### config.mk
export PLATFORM = sky130hd
export DESIGN_NAME = int_to_fixed_width_decimal_text
export DESIGN_NICKNAME = d
export VERILOG_FILES = /design/src/sv/itfw_pkg.sv /design/src/sv/itfw_abs.sv /design/src/sv/itfw_dabble_stage.sv /design/src/sv/itfw_emit.sv /design/src/sv/int_to_fixed_width_decimal_text.sv
export SDC_FILE = /design/constraint.sdc
export NUM_CORES = 2
export LEC_CHECK = 0
export ABC_AREA = 1
export BUFFER_PORTS_ARGS = -buffer_cell sky130_fd_sc_hd__buf_2
export CAP_MARGIN = 15
export CORE_MARGIN = 4
export CORE_UTILIZATION = 55
export CTS_CLUSTER_SIZE = 20
export DETAILED_ROUTE_END_ITERATION = 8
export GPL_TIMING_DRIVEN = 0
export HOLD_SLACK_MARGIN = 0.12
export PLACE_DENSITY = 0.78
export SLEW_MARGIN = 5
export SYNTH_ARGS = -nofsm -noshare
export SYNTH_HDL_FRONTEND = slang
export SYNTH_SLANG_ARGS = --single-unit
### constraint.sdc
create_clock -name aclk -period 5.8 [get_ports aclk]
set_clock_uncertainty 0.2 [all_clocks]
set_input_delay 0.87 -clock aclk [delete_from_list [all_inputs] [get_ports aclk]]
set_output_delay 0.87 -clock aclk [all_outputs]
set_load 0.1 [all_outputs]
### src/sv/itfw_pkg.sv
// shared types, constants and the binary to bcd step for the decimal text formatter
package itfw_pkg;

    localparam int MAX_WIDTH_DEF  = 32;
    localparam int MAG_W          = 64;
    localparam int BCD_DIGITS     = 20;
    localparam int BCD_W          = 4 * BCD_DIGITS;
    localparam int BITS_PER_STAGE = 8;
    localparam int DD_STAGES      = MAG_W / BITS_PER_STAGE;
    localparam int ND_W           = $clog2(BCD_DIGITS + 1);
    localparam int FW_W           = 6;
    localparam int CHAR_W         = 8;
    localparam int POS_W          = 5;
    localparam int CFG_IDX_W      = 1;

    localparam logic [FW_W-1:0]   FW_RESET   = 6'd20;
    localparam logic [CHAR_W-1:0] SPACE_CODE = 8'h20;
    localparam logic [CHAR_W-1:0] MINUS_CODE = 8'h2D;
    localparam logic [CHAR_W-1:0] DIGIT_ZERO = 8'h30;

    typedef enum logic [CFG_IDX_W-1:0] {
        CFG_FIELD_WIDTH = 1'b0,
        CFG_FILL_CHAR   = 1'b1
    } cfg_reg_t;

    typedef struct packed {
        logic [FW_W-1:0]   field_width;
        logic [CHAR_W-1:0] fill_char;
    } cfg_t;

    typedef struct packed {
        logic              neg;
        logic [MAG_W-1:0]  bin;
        logic [BCD_W-1:0]  bcd;
    } dd_t;

    // one shift-and-add-3 iteration over all bcd digits
    function automatic dd_t dabble_step(dd_t d);
        dd_t        r;
        logic [3:0] dig;
        r = d;
        for (int k = 0; k < BCD_DIGITS; k++) begin
            dig = r.bcd[k*4 +: 4];
            if (dig >= 4'd5) begin
                r.bcd[k*4 +: 4] = dig + 4'd3;
            end
        end
        r.bcd = {r.bcd[BCD_W-2:0], r.bin[MAG_W-1]};
        r.bin = {r.bin[MAG_W-2:0], 1'b0};
        return r;
    endfunction

endpackage

### src/sv/itfw_abs.sv
// input stage: sign and magnitude of the incoming value
module itfw_abs (
    input  logic                            aclk,
    input  logic                            aresetn,
    input  logic                            in_valid,
    output logic                            in_ready,
    input  logic signed [itfw_pkg::MAG_W-1:0] in_value,
    output logic                            out_valid,
    input  logic                            out_ready,
    output itfw_pkg::dd_t                   out_data
);

    logic          valid_reg;
    itfw_pkg::dd_t data_reg;
    itfw_pkg::dd_t data_next;

    assign in_ready  = !valid_reg || out_ready;
    assign out_valid = valid_reg;
    assign out_data  = data_reg;

    always_comb begin
        data_next.neg = in_value[itfw_pkg::MAG_W-1];
        data_next.bin = in_value[itfw_pkg::MAG_W-1] ?
                        (~in_value + itfw_pkg::MAG_W'(1)) : in_value;
        data_next.bcd = '0;
    end

    always_ff @(posedge aclk) begin
        if (!aresetn) begin
            valid_reg <= 1'b0;
        end else if (in_ready) begin
            valid_reg <= in_valid;
        end
    end

    always_ff @(posedge aclk) begin
        if (in_ready && in_valid) begin
            data_reg <= data_next;
        end
    end

endmodule

### src/sv/itfw_dabble_stage.sv
// one pipeline stage of the binary to bcd conversion
module itfw_dabble_stage (
    input  logic          aclk,
    input  logic          aresetn,
    input  logic          in_valid,
    output logic          in_ready,
    input  itfw_pkg::dd_t in_data,
    output logic          out_valid,
    input  logic          out_ready,
    output itfw_pkg::dd_t out_data
);

    logic          valid_reg;
    itfw_pkg::dd_t data_reg;
    itfw_pkg::dd_t data_next;

    assign in_ready  = !valid_reg || out_ready;
    assign out_valid = valid_reg;
    assign out_data  = data_reg;

    always_comb begin
        data_next = in_data;
        for (int s = 0; s < itfw_pkg::BITS_PER_STAGE; s++) begin
            data_next = itfw_pkg::dabble_step(data_next);
        end
    end

    always_ff @(posedge aclk) begin
        if (!aresetn) begin
            valid_reg <= 1'b0;
        end else if (in_ready) begin
            valid_reg <= in_valid;
        end
    end

    always_ff @(posedge aclk) begin
        if (in_ready && in_valid) begin
            data_reg <= data_next;
        end
    end

endmodule

### src/sv/itfw_emit.sv
// character sequencer: holds one converted value and emits the field left to right
module itfw_emit #(
    parameter int MAX_WIDTH = itfw_pkg::MAX_WIDTH_DEF
) (
    input  logic                          aclk,
    input  logic                          aresetn,
    input  itfw_pkg::cfg_t                cfg,
    input  logic                          in_valid,
    output logic                          in_ready,
    input  itfw_pkg::dd_t                 in_data,
    output logic                          m_valid,
    input  logic                          m_ready,
    output logic [itfw_pkg::POS_W-1:0]    m_position,
    output logic [itfw_pkg::CHAR_W-1:0]   m_out_char,
    output logic                          m_last
);

    localparam int CW = $clog2(MAX_WIDTH + 1);

    logic                                          busy_reg;
    logic [CW-1:0]                                 idx_reg;
    logic [itfw_pkg::BCD_DIGITS-1:0][3:0]          digits_reg;
    logic                                          neg_reg;
    logic [itfw_pkg::ND_W-1:0]                     nd_reg;
    logic                                          m_valid_reg;
    logic [itfw_pkg::POS_W-1:0]                    m_position_reg;
    logic [itfw_pkg::CHAR_W-1:0]                   m_out_char_reg;
    logic                                          m_last_reg;

    logic [CW-1:0]               n;
    logic [CW-1:0]               r;
    logic [4:0]                  ridx;
    logic [itfw_pkg::ND_W-1:0]   nd_next;
    logic                        emit;
    logic                        last_char;
    logic                        load;
    logic [itfw_pkg::CHAR_W-1:0] sign_char;
    logic [itfw_pkg::CHAR_W-1:0] char_next;

    assign m_valid    = m_valid_reg;
    assign m_position = m_position_reg;
    assign m_out_char = m_out_char_reg;
    assign m_last     = m_last_reg;

    always_comb begin
        if ({1'b0, cfg.field_width} > 7'(MAX_WIDTH)) begin
            n = CW'(MAX_WIDTH);
        end else begin
            n = CW'(cfg.field_width);
        end
    end

    assign emit      = busy_reg && (!m_valid_reg || m_ready);
    assign last_char = (idx_reg == n - CW'(1));
    assign in_ready  = !busy_reg || (emit && last_char);
    assign load      = in_valid && in_ready;

    assign r         = n - CW'(1) - idx_reg;
    assign ridx      = r[4:0];
    assign sign_char = neg_reg ? itfw_pkg::MINUS_CODE : cfg.fill_char;

    always_comb begin
        if (r < CW'(nd_reg)) begin
            char_next = itfw_pkg::DIGIT_ZERO + {4'b0000, digits_reg[ridx]};
        end else if (cfg.fill_char == itfw_pkg::SPACE_CODE) begin
            char_next = (r == CW'(nd_reg)) ? sign_char : itfw_pkg::SPACE_CODE;
        end else if (idx_reg == '0) begin
            char_next = sign_char;
        end else begin
            char_next = cfg.fill_char;
        end
    end

    // count of significant digits
    always_comb begin
        nd_next = '0;
        for (int k = 0; k < itfw_pkg::BCD_DIGITS; k++) begin
            if (in_data.bcd[k*4 +: 4] != 4'd0) begin
                nd_next = itfw_pkg::ND_W'(k + 1);
            end
        end
    end

    always_ff @(posedge aclk) begin
        if (!aresetn) begin
            busy_reg    <= 1'b0;
            idx_reg     <= '0;
            m_valid_reg <= 1'b0;
        end else begin
            if (load) begin
                busy_reg <= (n != '0);
                idx_reg  <= '0;
            end else if (emit) begin
                idx_reg <= idx_reg + CW'(1);
                if (last_char) begin
                    busy_reg <= 1'b0;
                end
            end
            if (emit) begin
                m_valid_reg <= 1'b1;
            end else if (m_ready) begin
                m_valid_reg <= 1'b0;
            end
        end
    end

    always_ff @(posedge aclk) begin
        if (emit) begin
            m_position_reg <= idx_reg[itfw_pkg::POS_W-1:0];
            m_out_char_reg <= char_next;
            m_last_reg     <= last_char;
        end
        if (load) begin
            digits_reg <= in_data.bcd;
            neg_reg    <= in_data.neg;
            nd_reg     <= nd_next;
        end
    end

endmodule

### src/sv/int_to_fixed_width_decimal_text.sv
// top level of the fixed-width decimal text formatter
// Formats a signed 64-bit value as a right-aligned decimal field of field_width characters
// (capped at MAX_WIDTH), one character per m_ transaction from position 0 to the rightmost,
// which carries m_last. Characters leave one per cycle through the single output register
// while m_ready stays high; with a field width of zero a value is absorbed and gives no
// transaction. The front end is a ten-stage pipeline (magnitude, eight binary to bcd stages
// of eight bits each, a holding stage) that accepts a value every cycle while it has room.
// A fill_char of space puts the sign next to the digits; any other fill puts the sign at
// position 0. The user must write configuration through cfg_wr_en, cfg_index and cfg_wdata
// only while no value is in flight; the block itself does not enforce this.
module int_to_fixed_width_decimal_text #(
    parameter int MAX_WIDTH = itfw_pkg::MAX_WIDTH_DEF
) (
    input  logic                                aclk,
    input  logic                                aresetn,
    input  logic                                s_valid,
    output logic                                s_ready,
    input  logic signed [itfw_pkg::MAG_W-1:0]   s_value,
    output logic                                m_valid,
    input  logic                                m_ready,
    output logic [itfw_pkg::POS_W-1:0]          m_position,
    output logic [itfw_pkg::CHAR_W-1:0]         m_out_char,
    output logic                                m_last,
    input  logic                                cfg_wr_en,
    input  logic [itfw_pkg::CFG_IDX_W-1:0]      cfg_index,
    input  logic [itfw_pkg::CHAR_W-1:0]         cfg_wdata
);

    itfw_pkg::cfg_t cfg_reg;

    logic          stage_valid [itfw_pkg::DD_STAGES+1];
    logic          stage_ready [itfw_pkg::DD_STAGES+1];
    itfw_pkg::dd_t stage_data  [itfw_pkg::DD_STAGES+1];

    always_ff @(posedge aclk) begin
        if (!aresetn) begin
            cfg_reg.field_width <= itfw_pkg::FW_RESET;
            cfg_reg.fill_char   <= itfw_pkg::SPACE_CODE;
        end else if (cfg_wr_en) begin
            case (itfw_pkg::cfg_reg_t'(cfg_index))
                itfw_pkg::CFG_FIELD_WIDTH: begin
                    cfg_reg.field_width <= cfg_wdata[itfw_pkg::FW_W-1:0];
                end
                itfw_pkg::CFG_FILL_CHAR: begin
                    cfg_reg.fill_char <= cfg_wdata;
                end
                default: begin
                    cfg_reg <= cfg_reg;
                end
            endcase
        end
    end

    itfw_abs u_abs (
        .aclk      (aclk),
        .aresetn   (aresetn),
        .in_valid  (s_valid),
        .in_ready  (s_ready),
        .in_value  (s_value),
        .out_valid (stage_valid[0]),
        .out_ready (stage_ready[0]),
        .out_data  (stage_data[0])
    );

    for (genvar g = 0; g < itfw_pkg::DD_STAGES; g++) begin : g_dabble
        itfw_dabble_stage u_stage (
            .aclk      (aclk),
            .aresetn   (aresetn),
            .in_valid  (stage_valid[g]),
            .in_ready  (stage_ready[g]),
            .in_data   (stage_data[g]),
            .out_valid (stage_valid[g+1]),
            .out_ready (stage_ready[g+1]),
            .out_data  (stage_data[g+1])
        );
    end

    itfw_emit #(
        .MAX_WIDTH (MAX_WIDTH)
    ) u_emit (
        .aclk       (aclk),
        .aresetn    (aresetn),
        .cfg        (cfg_reg),
        .in_valid   (stage_valid[itfw_pkg::DD_STAGES]),
        .in_ready   (stage_ready[itfw_pkg::DD_STAGES]),
        .in_data    (stage_data[itfw_pkg::DD_STAGES]),
        .m_valid    (m_valid),
        .m_ready    (m_ready),
        .m_position (m_position),
        .m_out_char (m_out_char),
        .m_last     (m_last)
    );

endmodule

* Word level (Yosys, flattened, before mapping)
Index checks and enable logic that the tools add are counted.
** Storage, ports and cells
- Logic and storage cells :: 3389
- Input port bits :: 78
- Output and inout bits :: 16
- Register bits after elaboration :: 996
** Cells by class
- Bitwise operators :: 3
- Add/sub/neg operators :: 1075
- Reductions and logical operators :: 64
- Magnitude comparators :: 1073
- Equality and inequality tests :: 3
- Mux-type cells :: 1103
** Operators with widths (number)
- >= comparator 4 x 3 -> 1 bit (second input constant) :: 1050
- two-way mux 4 bit :: 1033
- adder 4 x 2 -> 4 bit (second input constant) :: 1007
- two-way mux 3 bit :: 52
- adder 3 x 2 -> 3 bit (second input constant) :: 43
- nonzero test 4 bit :: 20
- adder 64 x 2 -> 64 bit (second input constant) :: 1
- inverter 64 bit :: 1
- two-way mux 63 bit :: 1
- adder 1 x 2 -> 3 bit (second input constant) :: 18
- >= comparator 1 x 3 -> 1 bit (second input constant) :: 18
- two-way mux 8 bit :: 5
- binary-select mux 4 bit (select 5 bit) :: 1
- logical AND 1 bit :: 12
- logical NOT 1 bit :: 11
- logical OR 1 bit :: 11
- equality test 8 x 6 -> 1 bit (second input constant) :: 1
- two-way mux 1 bit :: 8
- adder 6 x 4 -> 7 bit (first input constant) :: 1
- adder 1 x 2 -> 3 bit (both inputs constant) :: 2
- adder 6 x 1 -> 6 bit (second input constant) :: 1
- equality test 6 x 5 -> 1 bit :: 1
- equality test 6 bit :: 1
- >= comparator 1 x 3 -> 1 bit (both inputs constant) :: 2
- other kinds (14) :: 20

* Depth between registers and ports, before layout
- Depth after elaboration :: 20
- Depth in mapped cells :: 52
- Depth with buffers taken out :: 52

* Cells and area by module
From an unflattened synthesis, not the netlist that was laid out.
** Second synthesis, totals
- Cell total of the unflattened synthesis :: 26884
- Area total of the unflattened synthesis :: 173993.1 um^2
** By module, submodules not included
- itfw_dabble_stage :: times used 8, sequential area each 4134.0 um^2, area an instance 20435.8 um^2, cells an instance 3213
- itfw_emit :: times used 1, sequential area each 3163.0 um^2, area an instance 5129.9 um^2, cells an instance 480
- itfw_abs :: times used 1, sequential area each 1971.9 um^2, area an instance 4834.6 um^2, cells an instance 628
- int_to_fixed_width_decimal_text :: times used 1, sequential area each 280.3 um^2, area an instance 541.8 um^2, cells an instance 72

* Least setup slack after synthesis
Ideal clock, no wire load.
- Kind :: register to register
- Start point :: reg cfg_reg[13] in the netlist's numbering
- End point :: reg g_dabble[4].u_stage.data_reg, in the netlist g_dabble[4].u_stage.out_data[0] (enable)
- Library setup time :: 0.516 ns
- Data arrival time :: 5.419 ns
- Path buffers :: 0
- Setup slack :: -0.335 ns
- Stages on the path, launching flop included :: 19
- Required time :: 5.084 ns
- Period minus slack after synthesis :: 6.135 ns
- Path through :: dfxtp_1 inv_1 nand2_1 ha_1 nand2_1 xor2_1 ha_1 nand3_1 nor4_1 a21oi_1 inv_1 nor2_1 inv_1 nor2_1 inv_1 nor2_1 inv_1 nor2_1 nor2_1
** Between the ends
- Word-level cells in the longest chain between the ends :: 11
** RTL lines
- from (decl) :: RTL line int_to_fixed_width_decimal_text.sv:29 : itfw_pkg::cfg_t cfg_reg;
- from (signal assigned) :: RTL line int_to_fixed_width_decimal_text.sv:48 : cfg_reg <= cfg_reg;
- > comparator 6 bit :: RTL line itfw_emit.sv:46 : if ({1'b0, cfg.field_width} > 7'(MAX_WIDTH)) begin
- two-way mux 6 bit (*) :: RTL line itfw_emit.sv:46
- subtractor 6 x 1 -> 6 bit (*) :: RTL line itfw_emit.sv:54 : assign last_char = (idx_reg == n - CW'(1));
- equality test 6 bit (*) :: RTL line itfw_emit.sv:54
- net u_emit.last_char :: RTL line itfw_emit.sv:35 : logic last_char;
- logical AND 1 bit (*) :: RTL line itfw_emit.sv:55 : assign in_ready = !busy_reg || (emit && last_char);
- logical OR 1 bit (*) :: RTL line itfw_emit.sv:55
- logical OR 1 bit (*) (4 in series) :: RTL line itfw_dabble_stage.sv:17 : assign in_ready = !valid_reg || out_ready;
- logical AND 1 bit (*) :: RTL line itfw_dabble_stage.sv:37 : if (in_ready && in_valid) begin
- to (signal assigned) :: RTL line itfw_dabble_stage.sv:38 : data_reg <= data_next;
- to (decl) :: RTL line itfw_dabble_stage.sv:14 : itfw_pkg::dd_t data_reg;
Mark *: on every way through the listed nets, which the timed path passes. The rest lies on a longest branch.
A chain may end at the register's enable or synchronous reset.

==> implementation parameters <==
Parameter                              Value

Run status
  Outcome    complete, but fails checks
  Violated checks    setup timing

Detailed routing
  Antenna Nets Post-Route    0
  Drt first pass iters    6
  Routed wire per std cell    12.4 um
  Number of remaining DRC errors    0
  Post-detailed-routing wire length    216 mm
  Via Count    92,600
  DRT iter0 DRCs    3,924
  Via density per instance    5.33

STA
  Relative slew slack    27.7%
  Least-Margin Pin Slew    1.09 ns
  Sum of negative setup slack    -1.12 ns
  Unrepaired setup endpoints after global routing    yes
  Final worst-path cycle share    109%
  Final Max Slew Viols    0
  Fmax    0.159 GHz
  Least setup slack across all paths after layout    -0.496 ns
  Final hold vios    0
  # setup viols final    3
  Post-route minimum period    6.30 ns

Setup path
  Slowest-stage cell, CP    edfxtp_1
  Classification of the worst setup path    reg2reg
  Arrival time of data at the critical path endpoint    6.58 ns
  Critical path fanouts, max    3
  Buffers plus inverters on the worst setup path    15
  Type of destination of the critical path    flop
  Critical path startpoint category    flop
  Required time of the worst setup path    6.08 ns
  Delay contributed by the slowest stage of the critical path    0.43 ns
  Cell type group with the largest total delay on the critical path    simple AND/OR/NAND/NOR gates

Clock network
  Maximum buffer depth of the clock tree    3
  Worst-skew pair later-pin latency    0.75 ns
  Clk Tree Root Cell    clkbuf_16
  Deepest level of the CTS H-tree    3
  CTS Buf Count    97
  Number of clock sinks    802
  Clock tree from TritonCTS    yes
  Clock-pin slew on the worst setup and hold paths    0.06 ns
  Hold bufs inserted after CTS    0

Floorplanning
  Area of the core    0.170 mm2
  Effective utilization at floorplan    55.5%
  Overall die height    422 um
  Die footprint    0.178 mm2
  Number of I/O pins    94
  Rows    151
  Horizontal die dimension    422 um

Final layout
  Max FFs per register    606
  Area grow syn2layout    23.6%
  Most used cells in the layout excluding fill and tap cells    nand2_1, inv_1, nand2_2
  Number of nets at the end of the flow    15,800
  Filler cells    13,000
  Fraction of layout instances using a drive strength above 1    29.7%
  Final cell area excluding filler cells    0.117 mm2
  Leading cell type in the layout, fill and taps excluded    nand2_1
  Footprint of the flip-flops and latches    0.0238 mm2
  Core Util, Final    68.6%
  Multi-input logic area    0.0716 mm2

Logic synthesis
  Post-synthesis sequential area ratio    25.2%
  Number of synthesized register bits    802
  Synthesized Nets    14,900
  Ys async rst share    0%
  Synthesized area divided by synthesized cell count    6.65 um2
  Number of distinct library cell variants in the gate-level netlist after synthesis    60
  Yosys warns    0
  Synthesized netlist cell count    14,200
  Cell area after synthesis    0.0944 mm2
  Number of synthesized flops with an enable pin    771
  Leading register cell type out of synthesis    edfxtp_1

GRT
  Via count of the first global-routing pass    78,900
  Number of antenna violations at the first check in global routing    2
  Maximum number of pins on one net before global-route repair    64
  Overflow left after global routing    0
  Global-route usage over all layers    19.8%
  Wire length of the first global-routing pass    320 mm

Placed design
  Buffers added on ports    93
  DP HPWL    143 mm
  Area after detailed placement    0.0981 mm2
  Placer's final routability congestion estimate    0.919
  Worst slack, placed    -0.662 ns

Job
  Number of violations of the max-capacitance limit    0

Worst hold path
  Hold/Removal Path Class    in2reg
worst reg2reg max path: cells and delay by family (launching register included):
family          cells  cell delay (ns)
simple gates       18             1.58
buf+inv            15             1.30
fa+ha+maj           6             1.10
xor+xnor            4             0.81
compound gates      4             0.60
flops               1             0.43
layer usage:
layer / wire, um / up-vias / global-route usage (%)
li1: - / 48600 / -
met1: 86700 / 42100 / 22.5
met2: 117000 / 1423 / 38.7
met3: 5440 / 515 / 2.09
met4: 7310 / 0 / 5.82
met5: 0 / - / 0
layout make-up:
type	instances	share of cell area, %
multi-input cells	10900	61.3
inverters	2429	7.83
clock inverters	66	0.644
diodes	1	0.00214
clock buffers	114	2.15
plain buffers	21	0.0675
flip-flops and latches	802	20.4
well taps	2218	2.38
repair buffers	800	5.26
cell families (layout without fill, tap and decap cells):
logic type | after synthesis | count (layout) | synth area share, %
adder cells (fa/ha/maj) | 618 | 618 | 8.20
buffers and inverters | 2450 | 3430 | 9.74
other | 0 | 1 | 0
flip-flops | 802 | 802 | 25.2
multiplexers | 2 | 2 | 0.0212
AND/OR/NAND/NOR | 8916 | 8916 | 45.8
XOR/XNOR | 323 | 323 | 3.47
AO/OA/AOI/OAI | 1078 | 1078 | 7.56
final timing paths:
| path | start | endpoint | slack [ns] | depth (start not counted) |
|---|---|---|---|---|
| max | g_dabble[6].u_stage.out_data[68]$_DFFE_PP_ | g_dabble[7].u_stage.out_data[78]$_DFFE_PP_ | -0.50 | 47 |
| min | cfg_wdata[4] | cfg_reg[12]$_SDFFE_PN1P_ | 0.19 | 3 |
| max reg2reg | g_dabble[6].u_stage.out_data[68]$_DFFE_PP_ | g_dabble[7].u_stage.out_data[78]$_DFFE_PP_ | -0.50 | 47 |
| min reg2reg | g_dabble[5].u_stage.out_data[130]$_DFFE_PP_ | g_dabble[6].u_stage.out_data[138]$_DFFE_PP_ | 0.20 | 0 |
cells in the mapped netlist, types with 3 or more instances:
| cell type | instances | area (um2) |
|---|---|---|
| a211oi_1 | 9 | 67.6 |
| a21boi_0 | 5 | 37.5 |
| a21boi_1 | 8 | 60.1 |
| a21o_1 | 175 | 1310 |
| a21o_2 | 5 | 43.8 |
| a21oi_1 | 115 | 576 |
| a22o_1 | 3 | 26.3 |
| a31o_2 | 70 | 613 |
| a31oi_1 | 3 | 18.8 |
| and2_1 | 220 | 1380 |
| and2_2 | 22 | 165 |
| and2_4 | 35 | 307 |
| clkbuf_1 | 20 | 75.1 |
| clkinv_1 | 4 | 15.0 |
| dfxtp_1 | 31 | 621 |
| edfxtp_1 | 771 | 23200 |
| ha_1 | 617 | 7720 |
| inv_1 | 2367 | 8880 |
| inv_2 | 57 | 214 |
| nand2_1 | 4753 | 17800 |
| nand2_2 | 706 | 4420 |
| nand2_4 | 44 | 495 |
| nand3_1 | 1589 | 7950 |
| nand3_2 | 408 | 4080 |
| nand3_4 | 14 | 245 |
| nand3b_1 | 84 | 631 |
| nand4_1 | 685 | 4290 |
| nor2_1 | 290 | 1090 |
| nor3_1 | 19 | 95.1 |
| nor4_1 | 36 | 225 |
| o211ai_1 | 8 | 60.1 |
| o21ai_0 | 225 | 1130 |
| o21ai_1 | 182 | 911 |
| o21ai_2 | 185 | 1620 |
| o21ai_4 | 5 | 81.3 |
| o21bai_1 | 28 | 210 |
| o221ai_1 | 4 | 35.0 |
| o22ai_1 | 30 | 188 |
| o31ai_1 | 5 | 37.5 |
| o41ai_1 | 3 | 26.3 |
| or2_2 | 8 | 50.1 |
| xnor2_1 | 62 | 543 |
| xnor2_2 | 18 | 293 |
| xor2_1 | 203 | 1780 |
| xor2_2 | 39 | 634 |
per-stage QoR:
step                cells  hold slack, ns
finish              17400           0.194
global route        17400           0.163
CTS                 16800           0.123
detailed placement  16500           0.205
global placement    16500           0.201
floorplan           14200           0.200
timing repair:
item | 4_1_cts | 5_1_grt
setup buffers | 109 | 579
resized for setup | 343 | 2272
setup endpoints to repair | 226 | 329
gates cloned | 0 | 0
pin swaps | 121 | 1103
Power is left out: the tool's default activity adds up to more than one toggle a clock period on the data nets, which glitch-free logic cannot reach.
